File: src/sv/fixed_frame_byte_parser_defines.svh
// Assertion macros for the fixed-frame byte parser.
`ifndef FIXED_FRAME_BYTE_PARSER_DEFINES_SVH
`define FIXED_FRAME_BYTE_PARSER_DEFINES_SVH

`ifndef ASSERT_OFF
// Same-cycle implication, checked on clk, disabled in reset.
`define FFBP_ASSERT_NOW(label, ante, cons, msg) \
  label: assert property (@(posedge clk) disable iff (rst) (ante) |-> (cons)) \
    else $error(msg);
// Next-cycle implication, checked on clk, disabled in reset.
`define FFBP_ASSERT_NEXT(label, ante, cons, msg) \
  label: assert property (@(posedge clk) disable iff (rst) (ante) |=> (cons)) \
    else $error(msg);
`else
`define FFBP_ASSERT_NOW(label, ante, cons, msg)
`define FFBP_ASSERT_NEXT(label, ante, cons, msg)
`endif

`endif

File: src/sv/ffbp_pkg.sv
// Shared types and constants for the fixed-frame byte parser.
`timescale 1ns / 1ps
package ffbp_pkg;

  localparam int PortW    = 4;
  localparam int ByteW    = 8;
  localparam int DataN    = 10;
  localparam int CountW   = 4;
  localparam int StateW   = 3;
  localparam int InTdataW = 16;
  localparam int OutTdataW = (DataN + 1) * ByteW;

  localparam logic [ByteW-1:0] HDR_FIRST  = 8'h55;
  localparam logic [ByteW-1:0] HDR_SECOND = 8'hAA;
  localparam logic [ByteW-1:0] TAIL_MARK  = 8'hFF;

  localparam logic [CountW-1:0] DATA_LAST = CountW'(DataN);

  localparam logic [StateW-1:0] ST_HUNT = 3'd0;
  localparam logic [StateW-1:0] ST_HDR2 = 3'd1;
  localparam logic [StateW-1:0] ST_CTRL = 3'd2;
  localparam logic [StateW-1:0] ST_DATA = 3'd3;
  localparam logic [StateW-1:0] ST_CRC  = 3'd4;
  localparam logic [StateW-1:0] ST_CNT  = 3'd5;
  localparam logic [StateW-1:0] ST_TAIL = 3'd6;

  typedef logic [ByteW-1:0] byte_t;

  typedef struct packed {
    logic [PortW-1:0] port;
    byte_t            rx_byte;
  } beat_t;

  // ctrl in the low byte, data_0 above it, data_9 on top
  typedef struct packed {
    byte_t [DataN-1:0] data;
    byte_t             ctrl;
  } frame_t;

  typedef struct packed {
    logic              emit;
    logic [StateW-1:0] state;
    logic [CountW-1:0] count;
  } parse_stat_t;

endpackage

File: src/sv/fixed_frame_byte_parser.sv
// Top level of the fixed-frame byte parser.
//
//  channel   dir  fields (low bit up)
//  s_axis    in   tdata: source_port[3:0], rx_byte[11:4], zero pad [15:12]
//  m_axis    out  tdata: frame_ctrl[7:0], data_0[15:8] .. data_9[87:80]
//  cfg       in   cfg_we, cfg_wdata: listen_port[3:0]
//
// One byte beat per cycle unless a waiting frame stalls: a beat is registered, then
// parsed as it advances; a frame it completes is loaded into the output register then.
// The input register advances whenever the output register is empty or draining,
// so one more beat is taken while a frame waits.
// rst is synchronous; it clears the state to the header hunt and empties both
// registers. Bytes from ports other than listen_port are consumed and dropped.
`timescale 1ns / 1ps
`include "fixed_frame_byte_parser_defines.svh"
module fixed_frame_byte_parser (
  input  logic                          clk,
  input  logic                          rst,
  input  logic                          s_tvalid,
  output logic                          s_tready,
  input  logic [ffbp_pkg::InTdataW-1:0] s_tdata,   // source_port, rx_byte, pad
  output logic                          m_tvalid,
  input  logic                          m_tready,
  output logic [ffbp_pkg::OutTdataW-1:0] m_tdata,  // frame_ctrl, data_0 .. data_9
  input  logic                          cfg_we,
  input  logic [ffbp_pkg::PortW-1:0]    cfg_wdata
);

  ffbp_pkg::beat_t       in_beat, held_beat;
  logic                  held_valid;
  logic                  out_free;
  logic                  advance;
  ffbp_pkg::parse_stat_t stat;
  ffbp_pkg::frame_t      frame, out_frame;

  assign in_beat.port    = s_tdata[ffbp_pkg::PortW-1:0];
  assign in_beat.rx_byte = s_tdata[ffbp_pkg::PortW +: ffbp_pkg::ByteW];
  assign advance         = held_valid && out_free;

  ffbp_in_reg u_in (
    .clk        (clk),
    .rst        (rst),
    .in_valid   (s_tvalid),
    .in_ready   (s_tready),
    .in_beat    (in_beat),
    .held_valid (held_valid),
    .held_beat  (held_beat),
    .advance    (advance)
  );

  ffbp_parser u_parse (
    .clk       (clk),
    .rst       (rst),
    .cfg_we    (cfg_we),
    .cfg_wdata (cfg_wdata),
    .step      (advance),
    .beat      (held_beat),
    .stat      (stat),
    .frame     (frame)
  );

  // capture the finished frame when a matching tail byte completes it
  ffbp_out_reg u_out (
    .clk        (clk),
    .rst        (rst),
    .load       (stat.emit),
    .load_frame (frame),
    .free       (out_free),
    .out_valid  (m_tvalid),
    .out_ready  (m_tready),
    .out_frame  (out_frame)
  );

  assign m_tdata = out_frame;

  `FFBP_ASSERT_NOW(a_emit_on_tail, stat.emit, stat.state == ffbp_pkg::ST_TAIL, "frame emitted outside tail state")
  `FFBP_ASSERT_NOW(a_stall_cause, s_tvalid && !s_tready, m_tvalid && !m_tready, "input stalled without a waiting frame")
  `FFBP_ASSERT_NOW(a_count_range, stat.state == ffbp_pkg::ST_DATA, stat.count < ffbp_pkg::DATA_LAST, "data count out of range")
  `FFBP_ASSERT_NEXT(a_emit_to_out, stat.emit, m_tvalid && stat.state == ffbp_pkg::ST_HUNT, "emitted frame not presented")

endmodule

File: src/sv/ffbp_in_reg.sv
// Input register stage for received byte beats.
`timescale 1ns / 1ps
module ffbp_in_reg (
  input  logic           clk,
  input  logic           rst,
  input  logic           in_valid,
  output logic           in_ready,
  input  ffbp_pkg::beat_t in_beat,
  output logic           held_valid,
  output ffbp_pkg::beat_t held_beat,
  input  logic           advance
);

  logic valid;
  ffbp_pkg::beat_t beat;

  assign in_ready   = !valid || advance;
  assign held_valid = valid;
  assign held_beat  = beat;

  always_ff @(posedge clk) begin
    if (rst) begin
      valid <= 1'b0;
    end else if (in_ready) begin
      valid <= in_valid;
    end
  end

  always_ff @(posedge clk) begin
    if (in_ready && in_valid) begin
      beat <= in_beat;
    end
  end

endmodule

File: src/sv/ffbp_parser.sv
// Frame parser state machine with capture registers and port filter.
`timescale 1ns / 1ps
module ffbp_parser (
  input  logic                       clk,
  input  logic                       rst,
  input  logic                       cfg_we,
  input  logic [ffbp_pkg::PortW-1:0] cfg_wdata,
  input  logic                       step,
  input  ffbp_pkg::beat_t            beat,
  output ffbp_pkg::parse_stat_t      stat,
  output ffbp_pkg::frame_t           frame
);

  logic [ffbp_pkg::PortW-1:0]  listen_port;
  logic [ffbp_pkg::StateW-1:0] state, state_next;
  logic [ffbp_pkg::CountW-1:0] count, count_next;
  ffbp_pkg::byte_t             ctrl_hold;
  ffbp_pkg::byte_t [ffbp_pkg::DataN-1:0] data_hold;
  logic                        ours;
  logic                        emit;

  assign ours = step && (beat.port == listen_port);

  always_comb begin
    state_next = state;
    count_next = count;
    emit       = 1'b0;
    case (state)
      ffbp_pkg::ST_HUNT: begin
        if (beat.rx_byte == ffbp_pkg::HDR_FIRST) state_next = ffbp_pkg::ST_HDR2;
      end
      ffbp_pkg::ST_HDR2: begin
        // a wrong second byte is not retried as a first header byte
        state_next = (beat.rx_byte == ffbp_pkg::HDR_SECOND) ?
                     ffbp_pkg::ST_CTRL : ffbp_pkg::ST_HUNT;
      end
      ffbp_pkg::ST_CTRL: begin
        count_next = '0;
        state_next = ffbp_pkg::ST_DATA;
      end
      ffbp_pkg::ST_DATA: begin
        count_next = count + 1'b1;
        if (count_next >= ffbp_pkg::DATA_LAST) state_next = ffbp_pkg::ST_CRC;
      end
      ffbp_pkg::ST_CRC: state_next = ffbp_pkg::ST_CNT;
      ffbp_pkg::ST_CNT: state_next = ffbp_pkg::ST_TAIL;
      ffbp_pkg::ST_TAIL: begin
        emit       = (beat.rx_byte == ffbp_pkg::TAIL_MARK);
        state_next = ffbp_pkg::ST_HUNT;
      end
      default: state_next = ffbp_pkg::ST_HUNT;
    endcase
  end

  always_ff @(posedge clk) begin
    if (rst) begin
      listen_port <= '0;
      state       <= ffbp_pkg::ST_HUNT;
      count       <= '0;
    end else begin
      if (cfg_we) listen_port <= cfg_wdata;
      if (ours) begin
        state <= state_next;
        count <= count_next;
      end
    end
  end

  always_ff @(posedge clk) begin
    if (ours && state == ffbp_pkg::ST_CTRL) ctrl_hold <= beat.rx_byte;
    if (ours && state == ffbp_pkg::ST_DATA && count < ffbp_pkg::DATA_LAST) begin
      data_hold[count] <= beat.rx_byte;
    end
  end

  assign stat.emit  = ours && emit;
  assign stat.state = state;
  assign stat.count = count;
  assign frame.ctrl = ctrl_hold;
  assign frame.data = data_hold;

endmodule

File: src/sv/ffbp_out_reg.sv
// Output register holding one completed frame until the sink takes it.
`timescale 1ns / 1ps
module ffbp_out_reg (
  input  logic             clk,
  input  logic             rst,
  input  logic             load,
  input  ffbp_pkg::frame_t load_frame,
  output logic             free,
  output logic             out_valid,
  input  logic             out_ready,
  output ffbp_pkg::frame_t out_frame
);

  logic valid;
  ffbp_pkg::frame_t frame;

  assign free      = !valid || out_ready;
  assign out_valid = valid;
  assign out_frame = frame;

  always_ff @(posedge clk) begin
    if (rst) begin
      valid <= 1'b0;
    end else if (load) begin
      valid <= 1'b1;
    end else if (out_ready) begin
      valid <= 1'b0;
    end
  end

  always_ff @(posedge clk) begin
    if (load) frame <= load_frame;
  end

endmodule
File: config.mk
export PLATFORM = sky130hd
export DESIGN_NAME = fixed_frame_byte_parser
export DESIGN_NICKNAME = d
export VERILOG_FILES = /design/src/sv/ffbp_pkg.sv /design/src/sv/fixed_frame_byte_parser.sv /design/src/sv/ffbp_in_reg.sv /design/src/sv/ffbp_parser.sv /design/src/sv/ffbp_out_reg.sv
export VERILOG_INCLUDE_DIRS = /design/src /design/src/sv
export SDC_FILE = /design/constraint.sdc
export NUM_CORES = 1
export LEC_CHECK = 0
export CAP_MARGIN = 10
export CORE_MARGIN = 2
export CORE_UTILIZATION = 56
export CTS_BUF_LIST = sky130_fd_sc_hd__clkbuf_4 sky130_fd_sc_hd__clkbuf_8 sky130_fd_sc_hd__clkbuf_16
export DETAILED_ROUTE_END_ITERATION = 12
export DONT_BUFFER_PORTS = 1
export PLACE_DENSITY = 0.84
export SLEW_MARGIN = 40
export SYNTH_ARGS = -nofsm -noshare
export SYNTH_HDL_FRONTEND = slang
export SYNTH_SLANG_ARGS = --single-unit
export TNS_END_PERCENT = 30
File: constraint.sdc
create_clock -name clk -period 5 [get_ports clk]
set_clock_uncertainty 0.15 [all_clocks]
set_input_delay 1.5 -clock clk [delete_from_list [all_inputs] [get_ports clk]]
set_output_delay 1.5 -clock clk [all_outputs]
set_load 0.02 [all_outputs]
# Yosys cells after proc, flatten, opt, wreduce, memory -nomap -nowiden
# Cells that the tools add are included.
op_classes:
  addsub: 1
  n_lt_le_gt_ge: 4
  eq_ne: 12
  muxes: 11
  reduce_logical: 17
op_table:
  columns: ["operator", "n"]
  rows:
  - ["80-bit bitwise mux", 1]
  - ["8-bit demux with 4-bit select", 1]
  - ["3-bit one-hot mux with 6 select lines", 1]
  - ["8-bit == test, second input constant", 2]
  - ["3-bit == test, second input constant", 3]
  - ["8-bit by 7-bit == test with 1-bit output, second input constant", 1]
  - ["1-bit logical AND", 8]
  - ["8-bit two-way mux", 1]
  - ["4-bit one-hot mux with 2 select lines", 1]
  - ["3-bit by 2-bit == test with 1-bit output, second input constant", 2]
  - ["3-bit two-way mux", 2]
  - ["4-bit by 5-bit < comparator with 1-bit output, second input constant", 1]
  - ["4-bit by 1-bit adder with 4-bit output, second input constant", 1]
  - ["4-bit == test", 1]
  - ["4-bit by 1-bit greater-or-equal comparator with 1-bit output, second input constant", 1]
  - ["4-bit greater-or-equal comparator, second input constant", 1]
  - ["4-bit < comparator, second input constant", 1]
  - ["2-bit by 1-bit != test with 1-bit output, second input constant", 2]
  - ["2-bit nonzero test", 2]
  - ["3-bit by 1-bit == test with 1-bit output, second input constant", 1]
  - ["3-bit logical NOT", 1]
  - ["1-bit two-way mux", 3]
  - ["3-bit AND reduction", 1]
  - ["1-bit logical NOT", 2]
  - ["3 further kinds", 4]
totals:
  regBits: 201
  input_bits: 25
  output_inout_bits: 90
  elab_cells: 74

# Logic depth before layout (Yosys ltp)
# Gate-level depths: netlist of the first run.
depth:
  word_depth: 6
  ltp_mapped: 5
  ltp_nobuf: 5

# Modules after synthesis
# From an unflattened synthesis of the first run, not the netlist that was laid out.
hier_totals:
  hier_cells: 293
  hier_area_um2: 6585.1
modules_own_cells:
  columns: ["mod", "n_inst", "cells_each", "area_each_um2", "seq_area_each_um2"]
  rows:
  - ["ffbp_parser", 1, 183, 3474.6, 2862.7]
  - ["ffbp_out_reg", 1, 92, 2688.8, 2662.6]
  - ["ffbp_in_reg", 1, 17, 415.4, 380.4]
  - ["fixed_frame_byte_parser", 1, 1, 6.3, 0.0]

# Worst setup path before layout of the first run
# Ideal clock, no wire load.
synth_path:
  kind: "input-to-reg"
  startpoint: "input port m_tready"
  endpoint: "register u_out.frame (netlist bit u_out.out_frame[0]), enable pin"
  setup_ns: 0.457
  arrival_time_ns: 4.213
  required_time_ns: 4.393
  path_slack_ns: 0.180
  cell_stages: 5
  path_buffers: 1
  cell_sequence: "nand2b_1 -> nand3_1 -> nor3_1 -> buf_2 -> and2_1"
synth_lines:
  columns: ["item", "line_no", "source"]
  rows:
  - ["start, declared", "fixed_frame_byte_parser.sv:23", "input logic m_tready,"]
  - ["end signal, assigned", "ffbp_out_reg.sv:32", "if (load) frame <= load_frame;"]
  - ["end, declared", "ffbp_out_reg.sv:15", "ffbp_pkg::frame_t frame;"]

# Worst setup path in the final report of the first run
layout_path:
  startpoint: "input port m_tready"
  endpoint: "output port s_tready"
layout_between:
  elab_chain_len: 3
layout_rtl:
  columns: ["item", "line_no", "source"]
  rows:
  - ["1-bit logical OR", "ffbp_out_reg.sv:17", "assign free = !valid || out_ready;"]
  - ["1-bit logical AND", "fixed_frame_byte_parser.sv:38", "assign advance = held_valid && out_free;"]
  - ["1-bit logical OR", "ffbp_in_reg.sv:17", "assign in_ready = !valid || advance;"]
  - ["end, declared", "fixed_frame_byte_parser.sv:20", "output logic s_tready,"]
# Every way passes these cells.

==> results of run 1 <==
power by group:
group	total, µW	switching (µW)	internal [µW]
registers	1880	33.9	1840
clock network	1400	549	855
logic	27.1	15.0	12.2
cell usage after synthesis, drive strengths merged (4+ instances only):
cell	number
dfxtp	13
nand4	6
xnor2	4
and3	6
and4	7
inv	4
edfxtp	188
nor3	4
mux2i	5
clkbuf	4
o21ai	7
nand3	4
ha	4
nor2	10
a21oi	5
cell families after synthesis:
| kind of cell | after synthesis | share of synthesized area |
|---|---|---|
| AOI/OAI and AO/OA | 20 | 0.0188 |
| and+or+nand+nor | 55 | 0.0517 |
| muxes | 5 | 0.00760 |
| xor gates and xnor gates | 5 | 0.0112 |
| buffers and inverters | 10 | 0.00665 |
| DFF | 201 | 0.896 |
| adders and majority gates | 4 | 0.00760 |
worst min-delay path by stage:
stage,start,end,slack (ns)
3_5_place_dp,u_parse.frame[24]$_DFFE_PP_,u_out.out_frame[24]$_DFFE_PP_,0.25
6_report,u_parse.ctrl_hold[5]$_DFFE_PP_,u_out.out_frame[5]$_DFFE_PP_,0.26
2_1_floorplan,u_parse.ctrl_hold[0]$_DFFE_PP_,u_out.out_frame[0]$_DFFE_PP_,0.25
5_1_grt,u_parse.frame[61]$_DFFE_PP_,u_out.out_frame[61]$_DFFE_PP_,0.27
4_1_cts,u_parse.ctrl_hold[5]$_DFFE_PP_,u_out.out_frame[5]$_DFFE_PP_,0.26
3_3_place_gp,u_parse.frame[84]$_DFFE_PP_,u_out.out_frame[84]$_DFFE_PP_,0.25
routing by layer:
layer,part of all wire,vias to the layer above,wire length [µm],global-route usage
met5,0,-,0,0
met4,0.025,0,256,0.0634
met3,0.048,28,496,0.0351
met2,0.52,135,5360,0.288
met1,0.41,1362,4180,0.199
li1,-,1224,-,-
state kept, by name, summed over array words and instances (netlist names):
signal and count:
u_in.held_beat 12, u_in.held_valid 1, u_out.out_frame 88, u_out.out_valid 1, u_parse.count 4, u_parse.ctrl_hold 8
u_parse.frame 80, u_parse.listen_port 4, u_parse.state 3
layout make-up:
class / count / area, µm²
clock buffer: 27 / 571
clock inverter: 9 / 75.1
fill: 733 / 4050
inverter: 4 / 15.0
multi-input combinational: 89 / 646
sequential: 201 / 5910
tap: 143 / 179
timing repair buffer: 2 / 27.5
stage by stage:
step	hold slack, ns	worst slack, ns
after floorplan	0.250	0.180
after global routing	0.272	1.54
final	0.263	1.55
after CTS	0.264	1.55
after detailed placement	0.255	1.42
after global placement	0.251	1.49
==> flow_metrics.tcl, run 1 <==
set metrics [dict create \
    grt_max_degree 46 \
    cts_root_buffer "clkbuf_16" \
    ys_async_sr_fraction 0 \
    rows 39 \
    n_antenna_cell 0 \
    slew_headroom 0.533 \
    tightest_slew_ns 0.700 \
    synth-edff-count 188 \
    status "finished, final reports clean" \
    drive_above_1_share 0.142 \
    total_leakage_power_uw 0.00239 \
    post-dp-hpwl_um 6380 \
    num_io_pins 115 \
    drtIter0Drc 244 \
    via_per_inst 5.79 \
    cts_buffer_depth 3 \
    ir_drop_mv 0.315 \
    ys_warn_count 0 \
    gr-total-overflow 0 \
    fmax_ghz 0.290 \
    cp_num_buf_inv 0 \
    routed_wl_um 10300 \
    via_count 2749 \
    cts_buffers 20 \
    endpoint_kind "output port" \
    track_usage 0.163 \
    portBuffers 0 \
    whs_path_depth 0 \
    reg2reg_slack_ns 2.31 \
    cts_tree "built" \
    fp.dieW_um 112 \
    place.gp.congestion 0.884 \
    critical_path.startpoint "m_tready" \
    htreeDepth 1 \
    area_growth_pct 12.6 \
    cts_resized 0 \
    clkLatencyLatePin_ns 0.47 \
    setup_viol 0 \
    path_delay_family "simple AND/OR/NAND/NOR gates" \
    synthCells 300 \
    required_ns 3.35 \
    die_area_mm2 0.0126 \
    mostFrequentLayoutCells "edfxtp_1 (188), clkbuf_16 (21), dfxtp_1 (13)" \
    finalCriticalPeriod_ns 3.45 \
    finish.utilization 0.647 \
    start_util 0.574 \
    synth_cell_types 37 \
    synth_area_leader_cell "edfxtp_1" \
    period_share 0.691 \
    finalInstanceArea_mm2 0.00742 \
    path_cells "nor2b_1 > nand2_1" \
    cp_max_fo 2 \
    drtAntennaViolNets 0 \
    final-max-slew-violation-count 0 \
    hold_class "register to register" \
    cp-endpoint "s_tready" \
    design.core.area_mm2 0.0115 \
    synth_top_area_frac 0.857 \
    cts_setup_buffers 0 \
    grt_pass1_vias 2767 \
    r2r.worst_path.cells 4 \
    synth_seq_area_share 0.896 \
    synthesis.area_mm2 0.00659 \
    avgSynthCellArea_um2 22.0 \
    slowest_delay_ns 0.18 \
    rsz0062_at_grt "no" \
    synth_ff_type "edfxtp_1" \
    clkSinkCount 201 \
    grt_pass1_wl_um 15400 \
    cp-start-kind "input port" \
    maxCapViolCount 0 \
    r2r-start "u_in.held_beat[2]$_DFFE_PP_" \
    cpMaxStageDelayCell "nand2_1" \
    dieHeight_um 112 \
    firstDrtPassIters 4 \
    p_per_area_mw_per_mm2 446 \
    timing.rr.end "u_out.out_frame[9]$_DFFE_PP_" \
    arrival_ns 1.80 \
    final_common_cell "edfxtp_1" \
    layoutNonFillerInstCount 475 \
    place_inst 439 \
    ys_ff_latch 201 \
    antenna_found_initial 0 \
    total_power_uw 3310 \
    worst-setup-path-type "input port to output port" \
    synth_top_cells_by_area "edfxtp_1 (86%), dfxtp_1 (4.0%), xnor2_2 (0.99%), and4_1 (0.80%), ha_1 (0.76%)" \
    clk_pin_slew_worst_paths_ns 0.06 \
    fin_tns_setup_ns 0 \
    drc 0 \
    syn_nets 329 \
    wire_per_inst_um 21.7 \
    ctsHoldBuffers 0 \
    place_area_mm2 0.00677 \
    hold_viol 0 \
    nNetsFinal 347 \
    cp_num_cells 2 \
]
(Power assumes the default switching activity.)
==> run 2: changes to the inputs <==
--- a/config.mk
+++ b/config.mk
@@ -8,11 +8,11 @@
 export LEC_CHECK = 0
 export CAP_MARGIN = 10
 export CORE_MARGIN = 2
-export CORE_UTILIZATION = 56
+export CORE_UTILIZATION = 62
 export CTS_BUF_LIST = sky130_fd_sc_hd__clkbuf_4 sky130_fd_sc_hd__clkbuf_8 sky130_fd_sc_hd__clkbuf_16
 export DETAILED_ROUTE_END_ITERATION = 12
 export DONT_BUFFER_PORTS = 1
-export PLACE_DENSITY = 0.84
+export PLACE_DENSITY = 0.88
 export SLEW_MARGIN = 40
 export SYNTH_ARGS = -nofsm -noshare
 export SYNTH_HDL_FRONTEND = slang
==> constraint.sdc (replaced) <==
create_clock -name clk -period 3.3 [get_ports clk]
set_clock_uncertainty 0.15 [all_clocks]
set_input_delay 0.99 -clock clk [delete_from_list [all_inputs] [get_ports clk]]
set_output_delay 0.99 -clock clk [all_outputs]
set_load 0.02 [all_outputs]
==> run 2 against run 1 <==
Register-to-register slack lost 1.4 ns. Cell count is 1.5% lower. Worst hold slack about the same. Sequential power up 51%. Global-route usage grew 6.6 points. Routed wire length grew 23%. First-iteration DRC count increased by 55%. Die area fell by 9.3%. Final area increased by 0.47%. Setup slack got worse by 0.76 ns.
==> flow_metrics.tcl, run 2 (synthesis results as in run 1) <==
set metrics [dict create \
    holdPathEnd "u_out.out_frame[0]$_DFFE_PP_" \
    hold_class "register to register" \
    setup_viol 0 \
    place.gp.congestion 0.858 \
    cp_max_fo 3 \
    required_ns 2.16 \
    track_usage 0.229 \
    fin_tns_setup_ns 0 \
    grt.busiest_layer "met2" \
    drtAntennaViolNets 0 \
    p_sw_uw 976 \
    routed_wl_um 12700 \
    area_growth_pct 13.1 \
    start_util 0.638 \
    status "finished, final reports clean" \
    seqPwrFrac 0.550 \
    r2r-start "u_in.held_beat[2]$_DFFE_PP_" \
    reg2reg_slack_ns 0.90 \
    tightest_slew_ns 0.644 \
    r2r.worst_path.cells 4 \
    num-fill-cells 546 \
    rows 37 \
    firstDrtPassIters 5 \
    path_cells "nor2b_1 > nand2_1" \
    htreeDepth 1 \
    clkSinkCount 201 \
    clkPwrFrac 0.442 \
    grt_pass1_vias 2877 \
    wire_per_inst_um 27.1 \
    dieHeight_um 107 \
    num_io_pins 115 \
    grt_util_met3 0.0559 \
    p_int_uw 4190 \
    met2_usage 0.360 \
    cpMaxStageDelayCell "dfxtp_1" \
    final_common_cell "edfxtp_1" \
    worst-setup-path-type "register to output port" \
    via_count 2994 \
    rsz0062_at_grt "no" \
    slowest_delay_ns 0.46 \
    hold_viol 0 \
    drive_above_1_share 0.139 \
    die_area_mm2 0.0115 \
    cts_buffers 19 \
    min_from "u_parse.ctrl_hold[0]$_DFFE_PP_" \
    total_leakage_power_uw 0.00241 \
    antenna_found_initial 0 \
    endpoint_kind "output port" \
    portBuffers 0 \
    timing.rr.end "u_out.out_frame[53]$_DFFE_PP_" \
    largest_reg_flops 88 \
    post-dp-hpwl_um 7020 \
    clk_pin_slew_worst_paths_ns 0.07 \
    design.core.area_mm2 0.0103 \
    cts_root_buffer "clkbuf_8" \
    final-max-slew-violation-count 0 \
    grt_max_degree 29 \
    ir_drop_mv 0.666 \
    mostFrequentLayoutCells "edfxtp_1 (188), clkbuf_16 (16), dfxtp_1 (13)" \
    cts_setup_buffers 0 \
    ctsHoldBuffers 0 \
    finalInstanceArea_mm2 0.00745 \
    via_per_inst 6.40 \
    nNetsFinal 349 \
    slew_headroom 0.571 \
    p_per_area_mw_per_mm2 693 \
    place_area_mm2 0.00681 \
    gr-total-overflow 0 \
    fmax_ghz 0.397 \
    grt_pass1_wl_um 18600 \
    fp.dieW_um 107 \
    period_share 0.763 \
    n_antenna_cell 0 \
    whs_path_depth 0 \
    comb_power_share 0.008 \
    clkLatencyLatePin_ns 0.53 \
    drtIter0Drc 378 \
    drc 0 \
    finalCriticalPeriod_ns 2.52 \
    cts_resized 0 \
    cts_tree "built" \
    use_met1 0.318 \
    cts_buffer_depth 3 \
    switching_share 0.189 \
    cp-start-kind "register" \
    arrival_ns 1.38 \
    maxCapViolCount 0 \
]
## run 2: critical path: cells and delay by family, from the launching register on
| family | cells | cell delay [ns] |
|---|---|---|
| DFF | 1 | 0.46 |
| and+or+nand+nor | 2 | 0.39 |
## run 2: per-layer routing
metal,vias to the layer above,part of all wire
li1,1226,-
met1,1515,0.39
met2,224,0.49
met3,29,0.097
met4,0,0.024
met5,-,0
## run 2: worst max path at each step
stage | start | to | slack (ns) | cells past startpoint
floorplan | m_tready | u_out.out_frame[0]$_DFFE_PP_ | 0.41 | 5
global placement | m_tready | u_parse.frame[59]$_DFFE_PP_ | 0.63 | 5
detailed placement | m_tready | u_parse.frame[61]$_DFFE_PP_ | 0.56 | 5
CTS | u_out.out_valid$_SDFFE_PP0P_ | s_tready | 0.76 | 2
global route | u_out.out_valid$_SDFFE_PP0P_ | s_tready | 0.68 | 2
finish | u_out.out_valid$_SDFFE_PP0P_ | s_tready | 0.78 | 2
## run 2: power by group through the flow
stage                     combinational (µW)  sequential [µW]  clock, µW
after global placement                  37.2             2900          0
after CTS                               39.8             2840       2310
final                                   40.4             2840       2280
after global routing                    44.5             2850       2410
after detailed placement                39.1             2900          0
after floorplan                         37.5             2870          0
## run 2: per-stage QoR
step                power, µW  std cells  hold slack (ns)  worst slack [ns]  utilization
global placement         2930        435            0.251             0.633        0.659
floorplan                2910        300            0.250             0.413            -
finish                   5170        468            0.263             0.784        0.722
detailed placement       2940        435            0.255             0.562        0.659
CTS                      5190        468            0.266             0.761        0.722
global route             5300        468            0.278             0.684        0.722
## run 2: cell type report
cell class | instances | area [µm²] | share of cell area
clock buffers | 21 | 457 | 0.0613
clock inverters | 12 | 190 | 0.0255
inverters | 4 | 15.0 | 0.00201
multi-input cells | 89 | 641 | 0.0859
flip-flops and latches | 201 | 5910 | 0.792
well taps | 136 | 170 | 0.0228
repair buffers | 5 | 75.1 | 0.0101
==> run 3: changes to the inputs <==
==> constraint.sdc (replaced) <==
create_clock -name clk -period 2.5 [get_ports clk]
set_clock_uncertainty 0.15 [all_clocks]
set_input_delay 0.75 -clock clk [delete_from_list [all_inputs] [get_ports clk]]
set_output_delay 0.75 -clock clk [all_outputs]
set_load 0.02 [all_outputs]
==> run 3 against run 2 <==
Register-to-register slack lost 0.60 ns. First-iteration DRC count grew 22%. Critical path depth is the same. Non-clock buffer count grew 13. Sequential power grew 31%. Sequential share of layout area shrank 0.48 points. Setup slack lost 0.62 ns. Power grew 26%.
==> flow_metrics.tcl, run 3 (synthesis results as in run 1) <==
set metrics [dict create \
    slew_headroom 0.675 \
    cp-start-kind "register" \
    endpoint_kind "output port" \
    period_share 0.933 \
    clkSinkCount 201 \
    cts_buffer_depth 3 \
    cts_root_buffer "clkbuf_8" \
    design.core.area_mm2 0.0103 \
    r2r.worst_path.cells 5 \
    via_per_inst 6.33 \
    status "finished, final reports clean" \
    place_inst 448 \
    maxCapViolCount 0 \
    fp.dieW_um 107 \
    clkLatencyLatePin_ns 0.53 \
    final-max-slew-violation-count 0 \
    cts_tree "built" \
    setup_viol 0 \
    grt_pass1_vias 2997 \
    tightest_slew_ns 0.488 \
    top_layer "met4" \
    wl_met2_um 6400 \
    rsz0062_at_grt "no" \
    clk_pin_slew_worst_paths_ns 0.06 \
    ir_drop_mv 0.653 \
    min_from "rst" \
    drtAntennaViolNets 0 \
    finalCriticalPeriod_ns 2.33 \
    total_power_uw 6500 \
    nNetsFinal 362 \
    gr-total-overflow 0 \
    total_leakage_power_uw 0.00245 \
    hold_ws_ns 0.143 \
    drive_above_1_share 0.177 \
    final_common_cell "edfxtp_1" \
    r2r-start "u_in.held_beat[9]$_DFFE_PP_" \
    grt_pass1_wl_um 19100 \
    firstDrtPassIters 5 \
    cp_max_fo 3 \
    cts_resized 0 \
    worst-setup-path-type "register to output port" \
    antenna_found_initial 1 \
    whs_path_depth 1 \
    hold_viol 0 \
    arrival_ns 1.43 \
    largest_reg_flops 88 \
    num-fill-cells 549 \
    portBuffers 0 \
    htreeDepth 1 \
    slowest_delay_ns 0.52 \
    cts_setup_buffers 0 \
    fin_tns_setup_ns 0 \
    ctsHoldBuffers 0 \
    dieHeight_um 107 \
    die_area_mm2 0.0115 \
    p_per_area_mw_per_mm2 867 \
    cts_buffers 19 \
    hold_class "input port to register" \
    layoutNonFillerInstCount 482 \
    fmax_ghz 0.429 \
    wl_met3_um 1380 \
    wire_per_inst_um 27.4 \
    rows 37 \
    path_cells "nor2b_1 > nand2_1" \
    timing.rr.end "u_parse.frame[59]$_DFFE_PP_" \
    start_util 0.638 \
    drc 0 \
    routed_wl_um 13200 \
    cpMaxStageDelayCell "dfxtp_1" \
    post-dp-hpwl_um 7730 \
    track_usage 0.235 \
    grt_max_degree 28 \
    place.gp.congestion 0.846 \
    mostFrequentLayoutCells "edfxtp_1 (188), clkbuf_16 (16), buf_4 (15)" \
    reg2reg_slack_ns 0.30 \
    required_ns 1.60 \
    m1WireLength_um 4970 \
    holdPathEnd "u_parse.listen_port[1]$_SDFFE_PP0P_" \
    via_count 3050 \
    num_io_pins 115 \
    drtIter0Drc 461 \
    area_growth_pct 13.8 \
]
[run 3: changes by cell type in the layout (fill, tap and decap cells not counted), sizes merged]
cell      change
bufinv        -3
inv           +1
buf          +13
diode         +1
clkinv        -1
clkinvlp      +1
clkbuf        +2
[run 3: final cells by class]
class | count | area [µm²] | share of cell area
multi-input combinational | 89 | 658 | 0.0878
inverter | 4 | 15.0 | 0.00200
timing repair buffer | 18 | 173 | 0.0230
clock inverter | 10 | 103 | 0.0137
antenna | 1 | 2.50 | 0.000334
clock buffer | 23 | 472 | 0.0629
tap | 136 | 170 | 0.0227
sequential | 201 | 5910 | 0.788
[run 3: how the worst max path moves through the flow]
stage,from,end,slack [ns],depth (start not counted)
global route,u_out.out_valid$_SDFFE_PP0P_,s_tready,0.06,2
global placement,m_tready,u_parse.frame[65]$_DFFE_PP_,0.19,5
detailed placement,m_tready,u_parse.frame[12]$_DFFE_PP_,0.09,5
finish,u_out.out_valid$_SDFFE_PP0P_,s_tready,0.17,2
CTS,u_out.out_valid$_SDFFE_PP0P_,s_tready,0.16,2
floorplan,m_tready,u_out.out_frame[0]$_DFFE_PP_,-0.07,5
[run 3: metrics by stage]
stage | worst slack, ns | cell area, µm² | utilization
2_1_floorplan | -0.0718 | 6610 | -
5_1_grt | 0.0567 | 7500 | 0.726
3_5_place_dp | 0.0869 | 6920 | 0.670
3_3_place_gp | 0.190 | 6920 | 0.670
6_report | 0.168 | 7500 | 0.726
4_1_cts | 0.157 | 7500 | 0.726
[run 3: per-layer routing]
layer | vias to the layer above | GRT usage
met5 | - | 0
met3 | 44 | 0.0559
met1 | 1490 | 0.325
li1 | 1251 | -
met2 | 265 | 0.372
met4 | 0 | 0.0881
[run 3: critical path: cells and delay by family (launching register included)]
kind,cells,cell delay (ns)
simple gates,2,0.39
flops,1,0.52
[run 3: where the power goes]
part | internal [µW] | switching (µW) | total, µW
clock network | 1540 | 1140 | 2680
logic | 37.6 | 77.4 | 115
registers | 3690 | 23.6 | 3710
total | 5260 | 1240 | 6500
